**src/sv/assert_macros.svh**
```systemverilog
// Concurrent assertion helpers clocked on clk and disabled while arst_n is low.
`ifndef ASSERT_MACROS_SVH
`define ASSERT_MACROS_SVH

// The property must hold at every clock edge out of reset.
`define ASSERT_CLK(name, prop) \
	name: assert property (@(posedge clk) disable iff (!arst_n) prop) \
		else $error("assertion failed");

// The expression must never be true at a clock edge out of reset.
`define ASSERT_NEVER(name, expr) \
	name: assert property (@(posedge clk) disable iff (!arst_n) !(expr)) \
		else $error("forbidden condition seen");

`endif

```
**src/sv/psq_pkg.sv**
```systemverilog
package psq_pkg;

	localparam int PHASE_BITS = 24;
	localparam int IN_BITS = 24;
	localparam int Q_BITS = 15;
	localparam int SQ_BITS = Q_BITS + 1;
	localparam int RES_BITS = Q_BITS + 2;
	localparam int SUM_BITS = RES_BITS + 1;
	localparam int CNT_BITS = $clog2(Q_BITS);

	typedef logic [PHASE_BITS-1:0] phase_t;
	typedef logic [IN_BITS-1:0] q24_t;
	typedef logic signed [RES_BITS-1:0] res_t;
	typedef logic [CNT_BITS-1:0] cnt_t;

	localparam q24_t HALF_IN = q24_t'(1) << (IN_BITS - 1);
	localparam logic [PHASE_BITS:0] PHASE_ONE = (PHASE_BITS + 1)'(1) << PHASE_BITS;
	localparam logic [SQ_BITS-1:0] Q15_ONE = SQ_BITS'(1) << Q_BITS;
	localparam cnt_t LAST_STEP = cnt_t'(Q_BITS - 1);
	localparam logic signed [SUM_BITS-1:0] OUT_MAX = SUM_BITS'(65535);
	localparam logic signed [SUM_BITS-1:0] OUT_MIN = -SUM_BITS'(65536);
	localparam logic signed [SUM_BITS-1:0] LEVEL = SUM_BITS'(32768);

	// Rescale a Q0.24 fraction to the accumulator width.
	function automatic phase_t to_phase(input q24_t v);
		logic [PHASE_BITS+IN_BITS-1:0] wide;
		wide = {v, PHASE_BITS'(0)};
		return wide[PHASE_BITS+IN_BITS-1:IN_BITS];
	endfunction

endpackage

```
**src/sv/psq_edge.sv**
```systemverilog
`include "assert_macros.svh"

module psq_edge (
	input  logic           clk,
	input  logic           arst_n,
	input  logic           start,
	input  psq_pkg::phase_t t,
	input  psq_pkg::phase_t dt,
	output logic           done,
	output psq_pkg::res_t  residual
);
	import psq_pkg::*;

	typedef enum logic [2:0] {
		S_IDLE = 3'b001,
		S_DIV  = 3'b010,
		S_SQR  = 3'b100
	} state_t;

	state_t state_q;
	cnt_t cnt_q;
	phase_t r_q;
	phase_t dt_q;
	logic [Q_BITS-1:0] quo_q;
	logic [SQ_BITS-1:0] sq_q;
	logic lo_q;
	logic hi_q;
	logic done_q;

	logic lo;
	logic hi;
	logic [PHASE_BITS:0] sum_td;
	logic [PHASE_BITS:0] r2;
	logic [PHASE_BITS:0] r2_sub;
	logic ge;
	logic [SQ_BITS-1:0] w;
	logic [2*SQ_BITS-1:0] prod;
	res_t sq_ext;

	assign sum_td = {1'b0, t} + {1'b0, dt};
	assign lo = (dt != '0) && (t < dt);
	assign hi = (dt != '0) && !lo && (sum_td > PHASE_ONE);

	assign r2 = {r_q, 1'b0};
	assign r2_sub = r2 - {1'b0, dt_q};
	assign ge = r2 >= {1'b0, dt_q};

	assign w = Q15_ONE - {1'b0, quo_q};
	assign prod = w * w;

	always_ff @(posedge clk or negedge arst_n) begin
		if (!arst_n) begin
			state_q <= S_IDLE;
			done_q <= 1'b0;
		end else begin
			done_q <= 1'b0;
			case (state_q)
				S_IDLE: begin
					if (start) begin
						state_q <= S_DIV;
					end
				end
				S_DIV: begin
					if (cnt_q == LAST_STEP) begin
						state_q <= S_SQR;
					end
				end
				S_SQR: begin
					done_q <= 1'b1;
					state_q <= S_IDLE;
				end
				default: begin
					state_q <= S_IDLE;
				end
			endcase
		end
	end

	always_ff @(posedge clk) begin
		case (state_q)
			S_IDLE: begin
				if (start) begin
					lo_q <= lo;
					hi_q <= hi;
					dt_q <= dt;
					r_q <= lo ? t : phase_t'(-t);
					quo_q <= '0;
					cnt_q <= '0;
				end
			end
			S_DIV: begin
				r_q <= ge ? r2_sub[PHASE_BITS-1:0] : r2[PHASE_BITS-1:0];
				quo_q <= {quo_q[Q_BITS-2:0], ge};
				cnt_q <= cnt_q + cnt_t'(1);
			end
			S_SQR: begin
				sq_q <= prod[2*Q_BITS:Q_BITS];
			end
			default: begin
			end
		endcase
	end

	assign sq_ext = {1'b0, sq_q};
	assign residual = lo_q ? -sq_ext : (hi_q ? sq_ext : '0);
	assign done = done_q;

	`ASSERT_NEVER(a_one_window, (state_q != S_IDLE) && lo_q && hi_q)
	`ASSERT_CLK(a_rem_below_step, (state_q == S_DIV && (lo_q || hi_q)) |-> (r_q < dt_q))
	`ASSERT_CLK(a_done_from_square, done_q |-> (state_q == S_IDLE))

endmodule

```
**src/sv/polyblep_square_oscillator_top.sv**
```systemverilog
// Channel  Handshake                 Payload
// in       in_valid / in_stall       phase_step, load_phase, phase_value
// out      out_valid / out_stall     sample
//
// Each item passes from acceptance through the edge units to the output register: the
// 15-step restoring divide in each edge unit comes first, then the square, then the load of
// the output register. The next transaction is accepted on the cycle after that load.
// While an earlier sample waits on a stalled output, a finished result stays in the edge
// units and the input stays stalled until the output transaction completes.
// Reset clears the phase accumulator to zero and empties the output register.
`include "assert_macros.svh"

module polyblep_square_oscillator_top (
	input  logic                 clk,
	input  logic                 arst_n,
	input  logic                 in_valid,
	output logic                 in_stall,
	input  psq_pkg::q24_t        phase_step,
	input  logic                 load_phase,
	input  psq_pkg::q24_t        phase_value,
	output logic                 out_valid,
	input  logic                 out_stall,
	output logic signed [16:0]   sample
);
	import psq_pkg::*;

	typedef enum logic [2:0] {
		S_IDLE = 3'b001,
		S_BUSY = 3'b010,
		S_WAIT = 3'b100
	} state_t;

	state_t state_q;
	phase_t phase_q;
	logic sign_q;
	logic out_valid_q;
	logic signed [RES_BITS-1:0] sample_q;

	logic accept;
	logic take;
	logic ready;
	q24_t step_sat;
	phase_t dt;
	phase_t t_cur;
	phase_t t_half;
	logic done_a;
	logic done_b;
	res_t res_a;
	res_t res_b;
	logic signed [SUM_BITS-1:0] sum;
	logic signed [RES_BITS-1:0] sat;

	assign accept = in_valid && (state_q == S_IDLE);
	assign in_stall = (state_q != S_IDLE);
	assign take = out_valid_q && !out_stall;

	assign step_sat = (phase_step > HALF_IN) ? HALF_IN : phase_step;
	assign dt = to_phase(step_sat);
	assign t_cur = load_phase ? to_phase(phase_value) : phase_q;
	assign t_half = {~t_cur[PHASE_BITS-1], t_cur[PHASE_BITS-2:0]};

	psq_edge u_edge_rise (
		.clk(clk),
		.arst_n(arst_n),
		.start(accept),
		.t(t_cur),
		.dt(dt),
		.done(done_a),
		.residual(res_a)
	);

	psq_edge u_edge_fall (
		.clk(clk),
		.arst_n(arst_n),
		.start(accept),
		.t(t_half),
		.dt(dt),
		.done(done_b),
		.residual(res_b)
	);

	assign sum = (sign_q ? -LEVEL : LEVEL) + SUM_BITS'(res_a) - SUM_BITS'(res_b);

	always_comb begin
		if (sum > OUT_MAX) begin
			sat = OUT_MAX[RES_BITS-1:0];
		end else if (sum < OUT_MIN) begin
			sat = OUT_MIN[RES_BITS-1:0];
		end else begin
			sat = sum[RES_BITS-1:0];
		end
	end

	assign ready = (state_q == S_BUSY && done_a) || (state_q == S_WAIT);

	always_ff @(posedge clk or negedge arst_n) begin
		if (!arst_n) begin
			state_q <= S_IDLE;
			phase_q <= '0;
			out_valid_q <= 1'b0;
		end else begin
			case (state_q)
				S_IDLE: begin
					if (accept) begin
						phase_q <= t_cur + dt;
						state_q <= S_BUSY;
					end
				end
				S_BUSY, S_WAIT: begin
					if (ready && (!out_valid_q || take)) begin
						state_q <= S_IDLE;
					end else if (ready) begin
						state_q <= S_WAIT;
					end
				end
				default: begin
					state_q <= S_IDLE;
				end
			endcase
			if (ready && (!out_valid_q || take)) begin
				out_valid_q <= 1'b1;
			end else if (take) begin
				out_valid_q <= 1'b0;
			end
		end
	end

	always_ff @(posedge clk) begin
		if (accept) begin
			sign_q <= t_cur[PHASE_BITS-1];
		end
		if (ready && (!out_valid_q || take)) begin
			sample_q <= sat;
		end
	end

	assign out_valid = out_valid_q;
	assign sample = sample_q;

	`ASSERT_CLK(a_edges_in_step, done_a == done_b)
	`ASSERT_CLK(a_done_when_busy, done_a |-> (state_q == S_BUSY))
	`ASSERT_CLK(a_wait_has_output, (state_q == S_WAIT) |-> out_valid_q)

endmodule

```
**config.mk**
```make
export PLATFORM = sky130hd
export DESIGN_NAME = polyblep_square_oscillator_top
export DESIGN_NICKNAME = d
export VERILOG_FILES = /design/src/sv/psq_pkg.sv /design/src/sv/psq_edge.sv /design/src/sv/polyblep_square_oscillator_top.sv
export VERILOG_INCLUDE_DIRS = /design/src /design/src/sv
export SDC_FILE = /design/constraint.sdc
export NUM_CORES = 2
export LEC_CHECK = 0
export BUFFER_PORTS_ARGS = -buffer_cell sky130_fd_sc_hd__buf_4
export CORE_ASPECT_RATIO = 1.2
export CORE_MARGIN = 1.5
export CORE_UTILIZATION = 40
export DETAILED_ROUTE_END_ITERATION = 6
export PLACE_DENSITY = 0.66
export REMOVE_ABC_BUFFERS = 1
export SYNTH_ARGS = -nofsm -noshare
export SYNTH_HDL_FRONTEND = slang
export SYNTH_SLANG_ARGS = --single-unit
```
**constraint.sdc**
```tcl
create_clock -name clk -period 9.59 [get_ports clk]
set_input_delay 0.959 -clock clk [delete_from_list [all_inputs] [get_ports clk]]
set_output_delay 0.959 -clock clk [all_outputs]
set_load 0.02 [all_outputs]
```
After elaboration in Yosys (flattened, before gate mapping)
Cells that the tools add are included.
W data, S select, Z words.
Word-level totals
  flip-flop bits (word level): 223
  bits in latches: 0
  RAM bits: 0
  memory bits (read-only): 0
  input bits: 53
  logic and storage cells: 129
  memories kept: 0
Operators by class
  $add $sub $neg: 15
  multiply operators: 2
  divide/modulo/power cells: 0
  $lt $le $gt $ge: 9
  equality and inequality tests: 18
  shift operators: 0
  muxes and demuxes: 33
  bitwise gates (word level): 1
  reductions and logical operators: 29
Operators with widths (count)
  $mux W24: 8
  $pmux W24 S2: 2
  $mul A16 B16 Y31: 2
  $pmux W15 S2: 2
  $mux W17: 3
  $add A24 B24 Y25: 2
  $ge A25 B24 Y1: 2
  $gt A25 B25 Y1 const B: 2
  $lt A24 B24 Y1: 2
  $neg A24 Y24: 2
  $sub A24 B24 Y24: 2
  $neg A16 Y17: 2
  $mux W16: 2
  $sub A16 B15 Y16 const A: 2
  $add A24 B24 Y24: 1
  $gt A24 B24 Y1 const B: 1
  $reduce_bool A24 Y1: 1
  $add A18 B17 Y18: 1
  $gt A18 B17 Y1 const B: 1
  $lt A18 B17 Y1 const B: 1
  $mux W18: 1
  $pmux W3 S2: 3
  $sub A18 B17 Y18: 1
  $pmux W4 S2: 2
  other kinds (20): 59

Depth between registers and ports, before layout
  depth after elaboration: 7
  gate-level depth with buffers: 33

Hierarchy
From an unflattened synthesis, not the netlist that was laid out.
Second synthesis, totals
  cell total of the unflattened synthesis: 3783
  area, all modules: 33723.6 um^2
By module, submodules not included
  psq_edge at u_edge_rise: times used 1, cells an instance 1655, area an instance 14770.4 um^2, seq. area each 2653.8 um^2
  psq_edge at u_edge_fall: times used 1, cells an instance 1626, area an instance 14477.6 um^2, seq. area each 2653.8 um^2
  polyblep_square_oscillator_top: times used 1, cells an instance 502, area an instance 4475.5 um^2, seq. area each 1242.4 um^2

Worst setup path before layout
Ideal clock, no wire load.
  path kind: register to register
  start: register u_edge_fall.quo_q[0]
  end: register u_edge_fall.sq_q[15] (data pin)
  data arrival time: 7.423 ns
  required time: 9.330 ns
  slack: 1.907 ns
  cell stages (with the launch flop): 28
  path buffers: 2
  period minus slack after synthesis: 7.683 ns
  cell sequence: edfxtp_1 > clkbuf_1 > inv_1 > buf_1 > ha_1 > nand2_1 > or4_1 > xnor2_1 > nor2_1 > inv_1 > fa_1 > fa_1 > fa_1 > fa_1 > fa_1 > inv_1 > fa_1 > ha_1 > o21a_1 > o21ai_0 > nand2_1 > a41oi_1 > nand3_1 > nand2_1 > o21ai_0 > or2_2 > a21oi_1 > xnor2_1
Between the ends
  word-level cells in the longest chain between the ends: 2
RTL lines
  start: declaration: line psq_edge.sv:24  | logic [Q_BITS-1:0] quo_q;
  start signal: assignment: line psq_edge.sv:93  | quo_q <= {quo_q[Q_BITS-2:0], ge};
  $sub A16 B15 Y16: line psq_edge.sv:48  | assign w = Q15_ONE - {1'b0, quo_q};
  $mul A16 B16 Y31: line psq_edge.sv:49  | assign prod = w * w;
  named net u_edge_fall.prod[30]: line psq_edge.sv:37  | logic [2*SQ_BITS-1:0] prod;
  end signal: assignment: line psq_edge.sv:97  | sq_q <= prod[2*Q_BITS:Q_BITS];
  end: declaration: line psq_edge.sv:25  | logic [SQ_BITS-1:0] sq_q;
The timed path passes the listed nets, and every way through them passes these cells.
A chain may end at the register's enable or synchronous reset.

Worst setup path in the final report
Ends and elaborated chain as after synthesis.

==> metrics.yaml <==
outcome:
  status: "completed"
placement:
  gp_congestion: 0.913
  hpwl_um: 58700
  port_buffers: 71
cts:
  clock_latency_ns: 0.58
  cts_tree: "done"
  postCtsHoldBufs: 0
  clockBufferDepth: 3
  root_buffer: "clkbuf_16"
  cts_setup_buffers: 0
  clkTransAtPathRegs_ns: 0.06
  cts_buffers: 27
  htree_num_levels: 1
  post_cts_resized: 0
  clkSinkCount: 223
critical_path:
  r2r_end: "u_edge_fall.sq_q[15]$_DFFE_PN_"
  critical-path-top-delay-family: "adder cells"
  slowest_delay_ns: 0.53
  slowest_stage: "fa_1"
  path_common_cell: "inv_1"
  rr_startpoint: "u_edge_fall.quo_q[0]$_SDFFCE_PN0P_"
  cp-end-kind: "register"
  worstSetupEndpoint: "u_edge_fall.sq_q[15]$_DFFE_PN_"
  rrSetupSlack_ns: 1.09
  start_kind: "register"
  crit_buf_inv: 8
  worstPathRequired_ns: 9.89
  critPathMaxFanout: 14
  startpoint: "u_edge_fall.quo_q[0]$_SDFFCE_PN0P_"
  r2r_cells: 30
  path_class: "reg2reg"
  worstPathArrival_ns: 8.81
  crit_cells: 30
synth:
  async_flop_share_pct: 15.7
  ys_seq_area_share_pct: 22.1
  syn_inst: 3233
  ys_types: 88
  synth-edff-count: 188
  ys.flop_type: "edfxtp_1"
  synth-seq-cells: 223
  avgSynthCellArea_um2: 9.14
  synth_area_mm2: 0.0296
  yosys_warnings: 0
floorplanning:
  die-area_mm2: 0.0755
  row_count: 109
  coreArea_mm2: 0.0734
  die_h_um: 301
  boundaryPins: 72
  fp.dieW_um: 251
  initial_core_util_pct: 40.3
grt:
  grtUsageTotal_pct: 19.5
  antenna_found_initial: 2
  grt_pass1_vias: 22800
  overflow: 0
  grt_max_degree: 53
  grt_pass1_wl_um: 118000
timing:
  rsz0062_at_grt: "false"
  fin_crit_sh_pct: 88.7
  fin_skew_ns: 0.0290
  setup_tns_ns: 0
  setup_viol: 0
  fin_crit_ns: 8.50
  hold_viol: 0
  finalMaxSlewViolations: 0
  maxSlewHeadroom_pct: 19.4
  worst_pin_slew_ns: 1.20
  fmax_mhz: 118
detailed_routing:
  vias_per_cell: 5.14
  drc_errors: 0
  vias: 22000
  drtIter0Drc: 1131
  routedWlPerCell_um: 16.8
  first_pass_iters: 5
  ant_nets: 0
  drt-total-wl_um: 71800
worst_hold_path:
  hold_path.class: "in2async"
final_layout:
  nFillCells: 7172
  nets: 4015
  regArea_mm2: 0.00653
  multiInputGateArea_mm2: 0.0204
  layout-drive-gt1-share_pct: 6.08
  area_growth_pct: 8.74
job:
  max_cap_viol_count: 0
## cells in the final DEF (no fill, tap or decap), types with 7 or more instances in the layout
cell | Yosys | routed
a211oi_1 | 17 | 17
a21o_1 | 44 | 44
a21oi_1 | 133 | 133
a31oi_1 | 13 | 13
and2_1 | 50 | 50
and3_1 | 18 | 18
and4_1 | 8 | 8
buf_4 | 0 | 100
clkbuf_16 | 0 | 27
clkinv_1 | 10 | 11
conb_1 | 2 | 22
dfrtp_1 | 32 | 32
edfxtp_1 | 188 | 188
fa_1 | 333 | 333
ha_1 | 327 | 327
inv_1 | 627 | 627
mux2_2 | 15 | 15
mux2i_1 | 35 | 35
nand2_1 | 315 | 315
nand2b_1 | 28 | 28
nand3_1 | 39 | 39
nand4_1 | 15 | 15
nor2_1 | 239 | 239
nor2b_1 | 30 | 30
nor3_1 | 59 | 59
nor3b_1 | 11 | 7
nor4_1 | 21 | 21
o211ai_1 | 20 | 20
o21a_1 | 32 | 32
o21ai_0 | 152 | 152
o21ai_1 | 7 | 7
o21bai_1 | 13 | 13
o31ai_1 | 11 | 11
or3_1 | 12 | 12
xnor2_1 | 129 | 129
xor2_1 | 60 | 60
## cell type report
| cell class | instances | share of cell area, % |
|---|---|---|
| Timing Repair Buffer | 100 | 2.34 |
| Antenna cell | 2 | 0.0156 |
| Clock buffer | 31 | 2.15 |
| Clock inverter | 19 | 0.720 |
| Tap cell | 943 | 3.67 |
| Multi-Input combinational cell | 2312 | 63.4 |
| Sequential cell | 223 | 20.3 |
| Inverter | 638 | 7.45 |
## cells in the mapped netlist, types with 18 or more instances
cell / count / area (um2)
a21o_1: 44 / 330
o21ai_0: 152 / 761
dfrtp_1: 32 / 801
and3_1: 18 / 113
nor2_1: 239 / 897
ha_1: 327 / 4090
nand2b_1: 28 / 175
nor2b_1: 30 / 188
inv_1: 627 / 2350
and2_1: 50 / 313
fa_1: 333 / 6670
o211ai_1: 20 / 150
edfxtp_1: 188 / 5650
xor2_1: 60 / 526
mux2i_1: 35 / 350
nor3_1: 59 / 295
nand3_1: 39 / 195
o21a_1: 32 / 240
clkbuf_1: 62 / 233
nand2_1: 315 / 1180
nor4_1: 21 / 131
xnor2_1: 129 / 1130
a21oi_1: 133 / 666
## sequential cells by signal (all words and copies together), names as in the netlist, 16 cells and up
signal	flops
u_edge_fall.sq_q	16
u_edge_rise.r_q	24
u_edge_rise.sq_q	16
sample	17
u_edge_fall.dt_q	24
phase_q	24
u_edge_rise.dt_q	24
u_edge_fall.r_q	24
## how the worst min path moves through the flow
stage,start,to,slack [ns],cells past startpoint
3_5_place_dp,phase_q[1]$_DFFE_PN0P_,phase_q[1]$_DFFE_PN0P_,0.47,2
4_1_cts,arst_n,phase_q[18]$_DFFE_PN0P_,0.38,1
5_1_grt,arst_n,phase_q[21]$_DFFE_PN0P_,0.41,1
6_report,arst_n,phase_q[18]$_DFFE_PN0P_,0.38,1
2_1_floorplan,phase_q[1]$_DFFE_PN0P_,phase_q[1]$_DFFE_PN0P_,0.45,2
3_3_place_gp,phase_q[1]$_DFFE_PN0P_,phase_q[1]$_DFFE_PN0P_,0.46,2
## per-stage QoR
step           cell area (um2)  setup slack [ns]  cells  hold slack (ns)  util (%)
2_1_floorplan            29300              2.11   3173            0.445         -
3_3_place_gp             31200              1.35   4216            0.459      42.5
3_5_place_dp             31200              1.10   4216            0.466      42.5
4_1_cts                  32100              1.05   4266            0.381      43.8
5_1_grt                  32100             0.481   4266            0.409      43.8
6_report                 32100              1.09   4268            0.378      43.8
## per-layer routing
metal  vias up  wire length (um)  global-route usage, %
li1      10600                 -                      -
met1     10600             30700                   24.4
met2       524             35500                   34.7
met3       153              2760                   2.01
met4         0              2760                   6.86
met5         -                 0                      0
## cell families after synthesis
family | after synthesis | share of synthesized area (%)
adders and majority gates | 662 | 36.5
AOI/OAI and AO/OA | 498 | 10.4
and+or+nand+nor | 887 | 14.1
buffers and inverters | 718 | 9.38
other | 2 | 0.0254
DFF | 223 | 22.1
muxes | 53 | 1.90
xor gates and xnor gates | 190 | 5.65
Power is left out: the tool's default activity adds up to more than one toggle a clock period on the data nets, which glitch-free logic cannot reach.
